**config.mk**
```make
export PLATFORM = sky130hd
export DESIGN_NAME = matrix_keypad_scan_debounce
export DESIGN_NICKNAME = d
export VERILOG_FILES = /design/src/sv/mkpd_pkg.sv /design/src/sv/mkpd_scan.sv /design/src/sv/mkpd_debounce.sv /design/src/sv/matrix_keypad_scan_debounce.sv
export VERILOG_INCLUDE_DIRS = /design/src /design/src/sv
export SDC_FILE = /design/constraint.sdc
export NUM_CORES = 1
export LEC_CHECK = 0
export BUFFER_PORTS_ARGS = -buffer_cell sky130_fd_sc_hd__buf_2
export CORE_UTILIZATION = 60
export DETAILED_ROUTE_END_ITERATION = 7
export GPL_ROUTABILITY_DRIVEN = 0
export PLACE_DENSITY_LB_ADDON = 0.1
export SYNTH_ARGS = -nofsm -noshare
export SYNTH_HDL_FRONTEND = slang
export SYNTH_HIERARCHICAL = 1
export SYNTH_SLANG_ARGS = --single-unit
```
**constraint.sdc**
```tcl
create_clock -name i_clk -period 4.4 [get_ports i_clk]
set_input_delay 0.22 -clock i_clk [delete_from_list [all_inputs] [get_ports i_clk]]
set_output_delay 0.22 -clock i_clk [all_outputs]
set_load 0.005 [all_outputs]
```
**src/sv/matrix_keypad_scan_debounce_macros.svh**
```systemverilog
// Assertion macros for the keypad scanner RTL.
// Included by modules that carry concurrent checks; no other dependencies.
`ifndef MATRIX_KEYPAD_SCAN_DEBOUNCE_MACROS_SVH
`define MATRIX_KEYPAD_SCAN_DEBOUNCE_MACROS_SVH
`ifndef ASSERT_OFF
// Same-cycle implication, checked outside reset
`define MKPD_ASSERT_IMP(lbl, clk, rst_n, ante, cons) \
    lbl: assert property (@(posedge clk) disable iff (!rst_n) (ante) |-> (cons)) \
        else $error("keypad scanner check failed");
// Next-cycle implication, checked outside reset
`define MKPD_ASSERT_NXT(lbl, clk, rst_n, ante, cons) \
    lbl: assert property (@(posedge clk) disable iff (!rst_n) (ante) |=> (cons)) \
        else $error("keypad scanner check failed");
`else
`define MKPD_ASSERT_IMP(lbl, clk, rst_n, ante, cons)
`define MKPD_ASSERT_NXT(lbl, clk, rst_n, ante, cons)
`endif
`endif

```
**src/sv/mkpd_pkg.sv**
```systemverilog
// Shared types and constants for the matrix keypad scanner.
// No dependencies; used by mkpd_debounce, the top module and the testbench.
package mkpd_pkg;

    // Configuration register indexes
    localparam logic CFG_KEY_ENABLE  = 1'b0;
    localparam logic CFG_VALID_COUNT = 1'b1;

    localparam logic        KEY_ENABLE_RST  = 1'b1;
    localparam logic [15:0] VALID_COUNT_RST = 16'd6;

    localparam int ROM_SIZE = 24;

    // Scan position to key position code
    localparam logic [4:0] POS_ROM [ROM_SIZE] = '{
        5'd17, 5'd5,  5'd18, 5'd14, 5'd0,  5'd1,  5'd16, 5'd12,
        5'd21, 5'd23, 5'd3,  5'd4,  5'd15, 5'd11, 5'd7,  5'd22,
        5'd2,  5'd9,  5'd20, 5'd10, 5'd6,  5'd19, 5'd13, 5'd8
    };

    // Input transaction
    typedef struct packed {
        logic [3:0] row_lines;
        logic       power_line;
    } t_in_item;

    // Output transaction
    typedef struct packed {
        logic [2:0] column_drive;
        logic       key_event;
        logic [4:0] key_code;
        logic       power_event;
    } t_out_item;

    // Debounce counter control
    typedef struct packed {
        logic advance;  // end-of-scan tick
        logic hold;     // same key still held, keep counting
    } t_dbc_cmd;

    // Codes past the ROM pass through unchanged
    function automatic logic [4:0] pos_code(input logic [4:0] code);
        logic [4:0] res;
        if (code < 5'(ROM_SIZE)) begin
            res = POS_ROM[code];
        end else begin
            res = code;
        end
        return res;
    endfunction

endpackage

```
**src/sv/mkpd_scan.sv**
```systemverilog
// Row decode and per-scan code latch for the keypad scanner.
// Uses no items of mkpd_pkg; its widths match the package by convention.
module mkpd_scan #(
    parameter int NUM_COLUMNS = 6,
    parameter int NUM_ROWS    = 4
) (
    input  logic       i_clk,
    input  logic       i_rst_n,
    input  logic       i_adv,
    input  logic       i_last,
    input  logic [3:0] i_rows,
    input  logic [2:0] i_col,
    output logic       o_code_valid,
    output logic [4:0] o_code
);

    logic       r_valid;
    logic [4:0] r_code;
    logic       w_hit;
    logic [4:0] w_hit_code;

    // A row counts only when it is the single low line
    always_comb begin
        w_hit      = 1'b0;
        w_hit_code = '0;
        for (int r = 0; r < NUM_ROWS && r < 4; r++) begin
            if (i_rows == (4'hF & ~(4'b0001 << r))) begin
                w_hit      = 1'b1;
                w_hit_code = 5'(r * NUM_COLUMNS) + 5'(i_col);
            end
        end
    end

    // Latched code as seen at the end of this tick
    assign o_code_valid = w_hit || r_valid;
    assign o_code       = w_hit ? w_hit_code : r_code;

    // Latch; cleared after the last column
    always_ff @(posedge i_clk) begin
        if (!i_rst_n) begin
            r_valid <= 1'b0;
        end else if (i_adv) begin
            if (i_last) begin
                r_valid <= 1'b0;
            end else if (w_hit) begin
                r_valid <= 1'b1;
            end
        end
    end

    always_ff @(posedge i_clk) begin
        if (i_adv && w_hit) begin
            r_code <= w_hit_code;
        end
    end

endmodule

```
**src/sv/mkpd_debounce.sv**
```systemverilog
// Saturating hold counter that fires when the count reaches the threshold.
// Depends on mkpd_pkg for the control struct.
module mkpd_debounce #(
    parameter int COUNT_WIDTH = 16
) (
    input  logic              i_clk,
    input  logic              i_rst_n,
    input  mkpd_pkg::t_dbc_cmd i_cmd,
    input  logic [15:0]       i_valid_count,
    output logic              o_hit
);

    logic [COUNT_WIDTH-1:0] r_cnt;
    logic [COUNT_WIDTH-1:0] w_inc;
    logic                   w_sat;

    assign w_inc = r_cnt + COUNT_WIDTH'(1);
    assign w_sat = (r_cnt == {COUNT_WIDTH{1'b1}});

    // Report only on the increment that lands on the threshold
    assign o_hit = i_cmd.advance && i_cmd.hold && !w_sat
                   && (16'(w_inc) == i_valid_count);

    always_ff @(posedge i_clk) begin
        if (!i_rst_n) begin
            r_cnt <= '0;
        end else if (i_cmd.advance) begin
            if (!i_cmd.hold) begin
                r_cnt <= '0;
            end else if (!w_sat) begin
                r_cnt <= w_inc;
            end
        end
    end

endmodule

```
**src/sv/matrix_keypad_scan_debounce.sv**
```systemverilog
// Matrix keypad scanner with debounce. One input transaction is one scan tick:
// the four active-low row lines sampled for the column driven during that tick,
// plus the power-key line. Every transaction yields exactly one result, which
// carries the column to drive on the next tick and any debounced key report.
// The block takes one transaction per clock while the output is not stalled; an input
// register is followed by a result register, with all decode and counting done in
// one combinational pass between them. Stall on the output backs up through the
// input register. Configuration (key_enable, valid_count) uses a plain write port,
// to be written only while no transaction is in flight; the block does not enforce it.
// Depends on mkpd_pkg, mkpd_scan, mkpd_debounce and the assertion macro header.
`include "matrix_keypad_scan_debounce_macros.svh"

module matrix_keypad_scan_debounce #(
    parameter int NUM_COLUMNS = 6,
    parameter int NUM_ROWS    = 4,
    parameter int COUNT_WIDTH = 16
) (
    input  logic                i_clk,
    input  logic                i_rst_n,
    // input channel
    input  logic                i_valid,
    output logic                o_stall,
    input  mkpd_pkg::t_in_item  i_item,
    // output channel
    output logic                o_valid,
    input  logic                i_stall,
    output mkpd_pkg::t_out_item o_item,
    // configuration
    input  logic                i_cfg_we,
    input  logic                i_cfg_index,
    input  logic [15:0]         i_cfg_wdata
);

    logic                r_key_enable;
    logic [15:0]         r_valid_count;
    logic                r_in_valid;
    mkpd_pkg::t_in_item  r_in;
    logic                r_out_valid;
    mkpd_pkg::t_out_item r_out;
    logic [2:0]          r_col;
    logic                r_held_valid;
    logic [4:0]          r_held_code;
    logic                r_power_seen;

    logic                w_out_free;
    logic                w_adv;
    logic                w_in_acc;
    logic                w_last;
    logic [2:0]          n_col;
    logic                w_code_valid;
    logic [4:0]          w_code;
    logic                w_same;
    logic                w_key_hit;
    logic                w_pwr_hit;
    mkpd_pkg::t_dbc_cmd  w_key_cmd;
    mkpd_pkg::t_dbc_cmd  w_pwr_cmd;
    mkpd_pkg::t_out_item n_out;

    // Handshake
    assign w_out_free = !r_out_valid || !i_stall;
    assign w_adv      = r_in_valid && w_out_free;
    assign o_stall    = r_in_valid && !w_out_free;
    assign w_in_acc   = i_valid && !o_stall;
    assign o_valid    = r_out_valid;
    assign o_item     = r_out;

    // Configuration writes
    always_ff @(posedge i_clk) begin
        if (!i_rst_n) begin
            r_key_enable  <= mkpd_pkg::KEY_ENABLE_RST;
            r_valid_count <= mkpd_pkg::VALID_COUNT_RST;
        end else if (i_cfg_we) begin
            unique case (i_cfg_index)
                mkpd_pkg::CFG_KEY_ENABLE:  r_key_enable  <= i_cfg_wdata[0];
                mkpd_pkg::CFG_VALID_COUNT: r_valid_count <= i_cfg_wdata;
                default:                   r_key_enable  <= r_key_enable;
            endcase
        end
    end

    // Input register
    always_ff @(posedge i_clk) begin
        if (!i_rst_n) begin
            r_in_valid <= 1'b0;
        end else if (w_in_acc) begin
            r_in_valid <= 1'b1;
        end else if (w_adv) begin
            r_in_valid <= 1'b0;
        end
    end

    always_ff @(posedge i_clk) begin
        if (w_in_acc) begin
            r_in <= i_item;
        end
    end

    // Column sequencing
    assign w_last = (r_col == 3'(NUM_COLUMNS - 1));
    assign n_col  = w_last ? 3'd0 : r_col + 3'd1;

    mkpd_scan #(
        .NUM_COLUMNS (NUM_COLUMNS),
        .NUM_ROWS    (NUM_ROWS)
    ) u_scan (
        .i_clk        (i_clk),
        .i_rst_n      (i_rst_n),
        .i_adv        (w_adv),
        .i_last       (w_last),
        .i_rows       (r_in.row_lines),
        .i_col        (r_col),
        .o_code_valid (w_code_valid),
        .o_code       (w_code)
    );

    // Matrix key debounce
    assign w_same            = w_code_valid && r_held_valid && (r_held_code == w_code);
    assign w_key_cmd.advance = w_adv && w_last;
    assign w_key_cmd.hold    = w_same;

    mkpd_debounce #(
        .COUNT_WIDTH (COUNT_WIDTH)
    ) u_key_dbc (
        .i_clk         (i_clk),
        .i_rst_n       (i_rst_n),
        .i_cmd         (w_key_cmd),
        .i_valid_count (r_valid_count),
        .o_hit         (w_key_hit)
    );

    // Power key debounce
    assign w_pwr_cmd.advance = w_adv && w_last;
    assign w_pwr_cmd.hold    = !r_in.power_line && r_power_seen;

    mkpd_debounce #(
        .COUNT_WIDTH (COUNT_WIDTH)
    ) u_pwr_dbc (
        .i_clk         (i_clk),
        .i_rst_n       (i_rst_n),
        .i_cmd         (w_pwr_cmd),
        .i_valid_count (r_valid_count),
        .o_hit         (w_pwr_hit)
    );

    // Scan state
    always_ff @(posedge i_clk) begin
        if (!i_rst_n) begin
            r_col        <= '0;
            r_held_valid <= 1'b0;
            r_held_code  <= '1;
            r_power_seen <= 1'b0;
        end else if (w_adv) begin
            r_col <= n_col;
            if (w_last) begin
                r_power_seen <= !r_in.power_line;
                if (!w_code_valid) begin
                    r_held_valid <= 1'b0;
                end else if (!w_same) begin
                    r_held_valid <= 1'b1;
                    r_held_code  <= w_code;
                end
            end
        end
    end

    // Result assembly
    always_comb begin
        n_out.column_drive = n_col;
        n_out.key_event    = w_key_hit && r_key_enable;
        n_out.key_code     = n_out.key_event ? mkpd_pkg::pos_code(w_code) : 5'd0;
        n_out.power_event  = w_pwr_hit;
    end

    // Result register
    always_ff @(posedge i_clk) begin
        if (!i_rst_n) begin
            r_out_valid <= 1'b0;
        end else if (w_adv) begin
            r_out_valid <= 1'b1;
        end else if (!i_stall) begin
            r_out_valid <= 1'b0;
        end
    end

    always_ff @(posedge i_clk) begin
        if (w_adv) begin
            r_out <= n_out;
        end
    end

    // Reports happen only at the end of a scan, so the next column is zero
    `MKPD_ASSERT_IMP(a_evt_wraps, i_clk, i_rst_n, r_out_valid && (r_out.key_event || r_out.power_event), r_out.column_drive == 3'd0)
    // No key report means a zero code
    `MKPD_ASSERT_IMP(a_code_zero, i_clk, i_rst_n, r_out_valid && !r_out.key_event, r_out.key_code == 5'd0)
    // A stalled pending tick is still pending next cycle
    `MKPD_ASSERT_NXT(a_stall_keeps, i_clk, i_rst_n, o_stall, r_in_valid && r_out_valid)
    // Held code present whenever a key report is made
    `MKPD_ASSERT_NXT(a_evt_held, i_clk, i_rst_n, w_adv && w_key_hit, r_held_valid)

endmodule

```
==> impl_metrics.json <==
{
  "status": "complete, no violations",
  "yosys-top-cells-count": "nand2_1, dfxtp_1, o21ai_0",
  "grt.busiest_layer": "met2",
  "ys_ff_latch": 82,
  "path_max_fanout": 12,
  "path_class": "flip-flop to flip-flop",
  "whs_ps": 54.7,
  "synth_top_cell_by_area": "dfxtp_1",
  "hold_class": "primary input to flip-flop",
  "timing.final.hold_violations": 0,
  "cts_setup_buffers": 0,
  "io_buffer_count": 38,
  "multi_input_area_um2": 2950,
  "grt_use_met3_pct": 4.51,
  "grt_pass1_vias": 4030,
  "rows": 33,
  "core_area_um2": 8260,
  "die_h_um": 94.5,
  "yosysWarnings": 6,
  "synth_edf_count": 20,
  "first_pass_iters": 7,
  "synth_top_area_share_pct": 24.2,
  "synth-adder-area-share_pct": 2.44,
  "synth_compound_area_share_pct": 21.3,
  "layout_min_cycle_time_ps": 3910,
  "drt_iter0_drc": 323,
  "layout-drive-gt1-share_pct": 11.3,
  "crit_start": "r_in[2]",
  "cts_tree": "built",
  "diodes": 0,
  "cts_sinks": 82,
  "overflow": 0,
  "met1_usage_pct": 34.5,
  "synthTopCellsByArea": "dfxtp_1, edfxtp_1, nand2_1",
  "ioPinCount": 39,
  "seq_area_frac_synth_pct": 35.8,
  "routed_wl_um": 11500,
  "grtUsageMet2_pct": 44.9,
  "nets": 668,
  "cts_buffers": 9,
  "min-delay-start": "i_item[2]",
  "clk_pin_slew_ps": 80,
  "synth_ff_type": "dfxtp_1",
  "required_ps": 4550,
  "pwr_density_cell_nw_per_um2": 276,
  "start_kind": "flip-flop",
  "async_reset_ff_share_pct": 0,
  "setup_viol": 0,
  "skew_ps": 8.22,
  "ys_types": 67,
  "synth_xor_area_share_pct": 7.14,
  "clk_latency_ps": 340,
  "drt-wirelength-per-cell_um": 15.5,
  "cts_buffer_depth": 2,
  "drc": 0,
  "synthToLayoutAreaGrowth_pct": 5.26,
  "h-tree-depth": 3,
  "die_x_um": 94.5,
  "regToRegStartpoint": "r_in[2]",
  "grt_usage_pct": 26.9,
  "synth-simple-area-share_pct": 24.3,
  "grt_max_degree": 39,
  "synthCells": 624,
  "syn_area_um2": 5140,
  "fill_cells": 717,
  "synth.area.mux_share_pct": 2.22,
  "root_buffer": "clkbuf_8",
  "die_area_um2": 8940,
  "fmax_mhz": 256,
  "cp-end-kind": "flip-flop",
  "hold_buffers": 0,
  "synth_top_family_by_area": "simple AND/OR/NAND/NOR gates",
  "rsz0062_at_grt": "no",
  "final_max_slew_viol_count": 0,
  "syn-num-nets": 661,
  "dr_total_vias": 4520,
  "synth.most_common_cell": "nand2_1",
  "start_util_pct": 62.2,
  "layout_worst_path_cycle_share_pct": 88.8,
  "antenna_found_initial": 0,
  "dp_hpwl_um": 8160,
  "relSlewSlack_pct": 49.2,
  "arrival_ps": 4060,
  "worst_pin_slew_ps": 761,
  "p_leak_nw": 1.93,
  "avgSynthCellArea_um2": 8.23,
  "grt_pass1_wl_um": 18800,
  "viasPerCell": 6.10,
  "cts_resized": 0,
  "ir_drop_v": 0.000197,
  "drtAntennaViolNets": 0,
  "fin_tns_setup_ps": 0,
  "seq_area_um2": 1840,
  "cap_violations": 0
}
## metrics by stage
step	cells	power, W	worst slack, ps	utilization (%)	cell area (um2)
finish	741	0.00149	491	65.5	5410
global route	741	0.00155	124	65.5	5410
CTS	741	0.00151	450	65.5	5410
detailed placement	725	0.000986	487	63.2	5220
global placement	725	0.000982	792	63.2	5220
floorplan	624	0.000942	1140	-	5140
## layout make-up
cell class                 instances  area share, %
multi-input combinational        473           54.5
sequential                        82           34.1
timing repair buffer              41           3.93
tap                              105           2.43
clock buffer                      10           2.36
inverter                          24           1.67
clock inverter                     6           1.06
## worst max-delay path, stage by stage (launching register included)
cell,delay (ps)
edfxtp_1,640
nand4b_2,290
o211a_4,250
a221o_1,510
xnor2_1,200
nand3_1,150
nor2_1,260
nand3_1,160
nor4_1,300
nand4_1,140
nor4_1,300
nand2_1,230
a311oi_1,270
## cells in the final DEF, fill, tap and decap left out, types with 3 or more instances in the layout
cell type and instances:
a211oi_1 5, a22oi_1 3, a311oi_1 3, o221ai_1 3, edfxtp_1 20, a21oi_1 34
nor2b_1 8, xor2_1 12, nand2b_1 5, dfxtp_1 62, nand4b_1 4, buf_4 3
a31oi_1 22, nor4_1 4, nor3_1 16, a21boi_1 6, ha_1 10, nand2_1 83
o22ai_1 4, and3_1 4, mux2i_1 8, o21a_1 9, inv_1 24, o21ai_0 46
o31ai_1 3, nor3b_1 9, o22a_1 5, buf_2 38, and2_1 6, nand3_1 27
nand4_1 11, a21o_1 4, nor2_1 42, xnor2_1 28, o2111ai_1 4, o211ai_1 6
clkbuf_8 9, o21ai_1 3
## final timing paths
check | end | slack (ps) | depth (start not counted)
setup / recovery | o_item[3] | 490 | 12
hold / removal | r_in[2] | 50 | 1
setup reg to reg | o_item[3] | 490 | 12
hold reg to reg | u_scan/r_valid | 460 | 2
## state kept, by name, summed over array words and instances, names as in the netlist, 3 cells and up
name and flops:
r_valid_count 16, r_held_code 5, r_in 5, r_col 3, u_pwr_dbc/r_cnt 16, o_item 10, u_scan/r_code 5, u_key_dbc/r_cnt 16
## where the power goes
| group | leakage, nW | internal (W) | switching, W |
|---|---|---|---|
| Sequential | 0.694 | 0.000789 | 0.0000258 |
| Combinational | 1.15 | 0.0000681 | 0.0000870 |
| Clock | 0.0874 | 0.000258 | 0.000265 |
## layer usage
layer	up-vias	wire length (um)	share of wire [%]
met1	2127	5120	45
met3	21	624	5.4
met2	123	5540	48
met4	0	189	1.6
li1	2249	-	-
met5	-	0	0
## cells by family (layout without fill, tap and decap cells)
kind of cell	Yosys count	after routing
AND/OR/NAND/NOR	242	242
adder cells (fa/ha/maj)	10	10
flip-flops	82	82
multiplexers	10	10
buffers and inverters	69	81
AO/OA/AOI/OAI	170	170
XOR/XNOR	41	41
No activity file was read; power rests on OpenSTA's default activity.
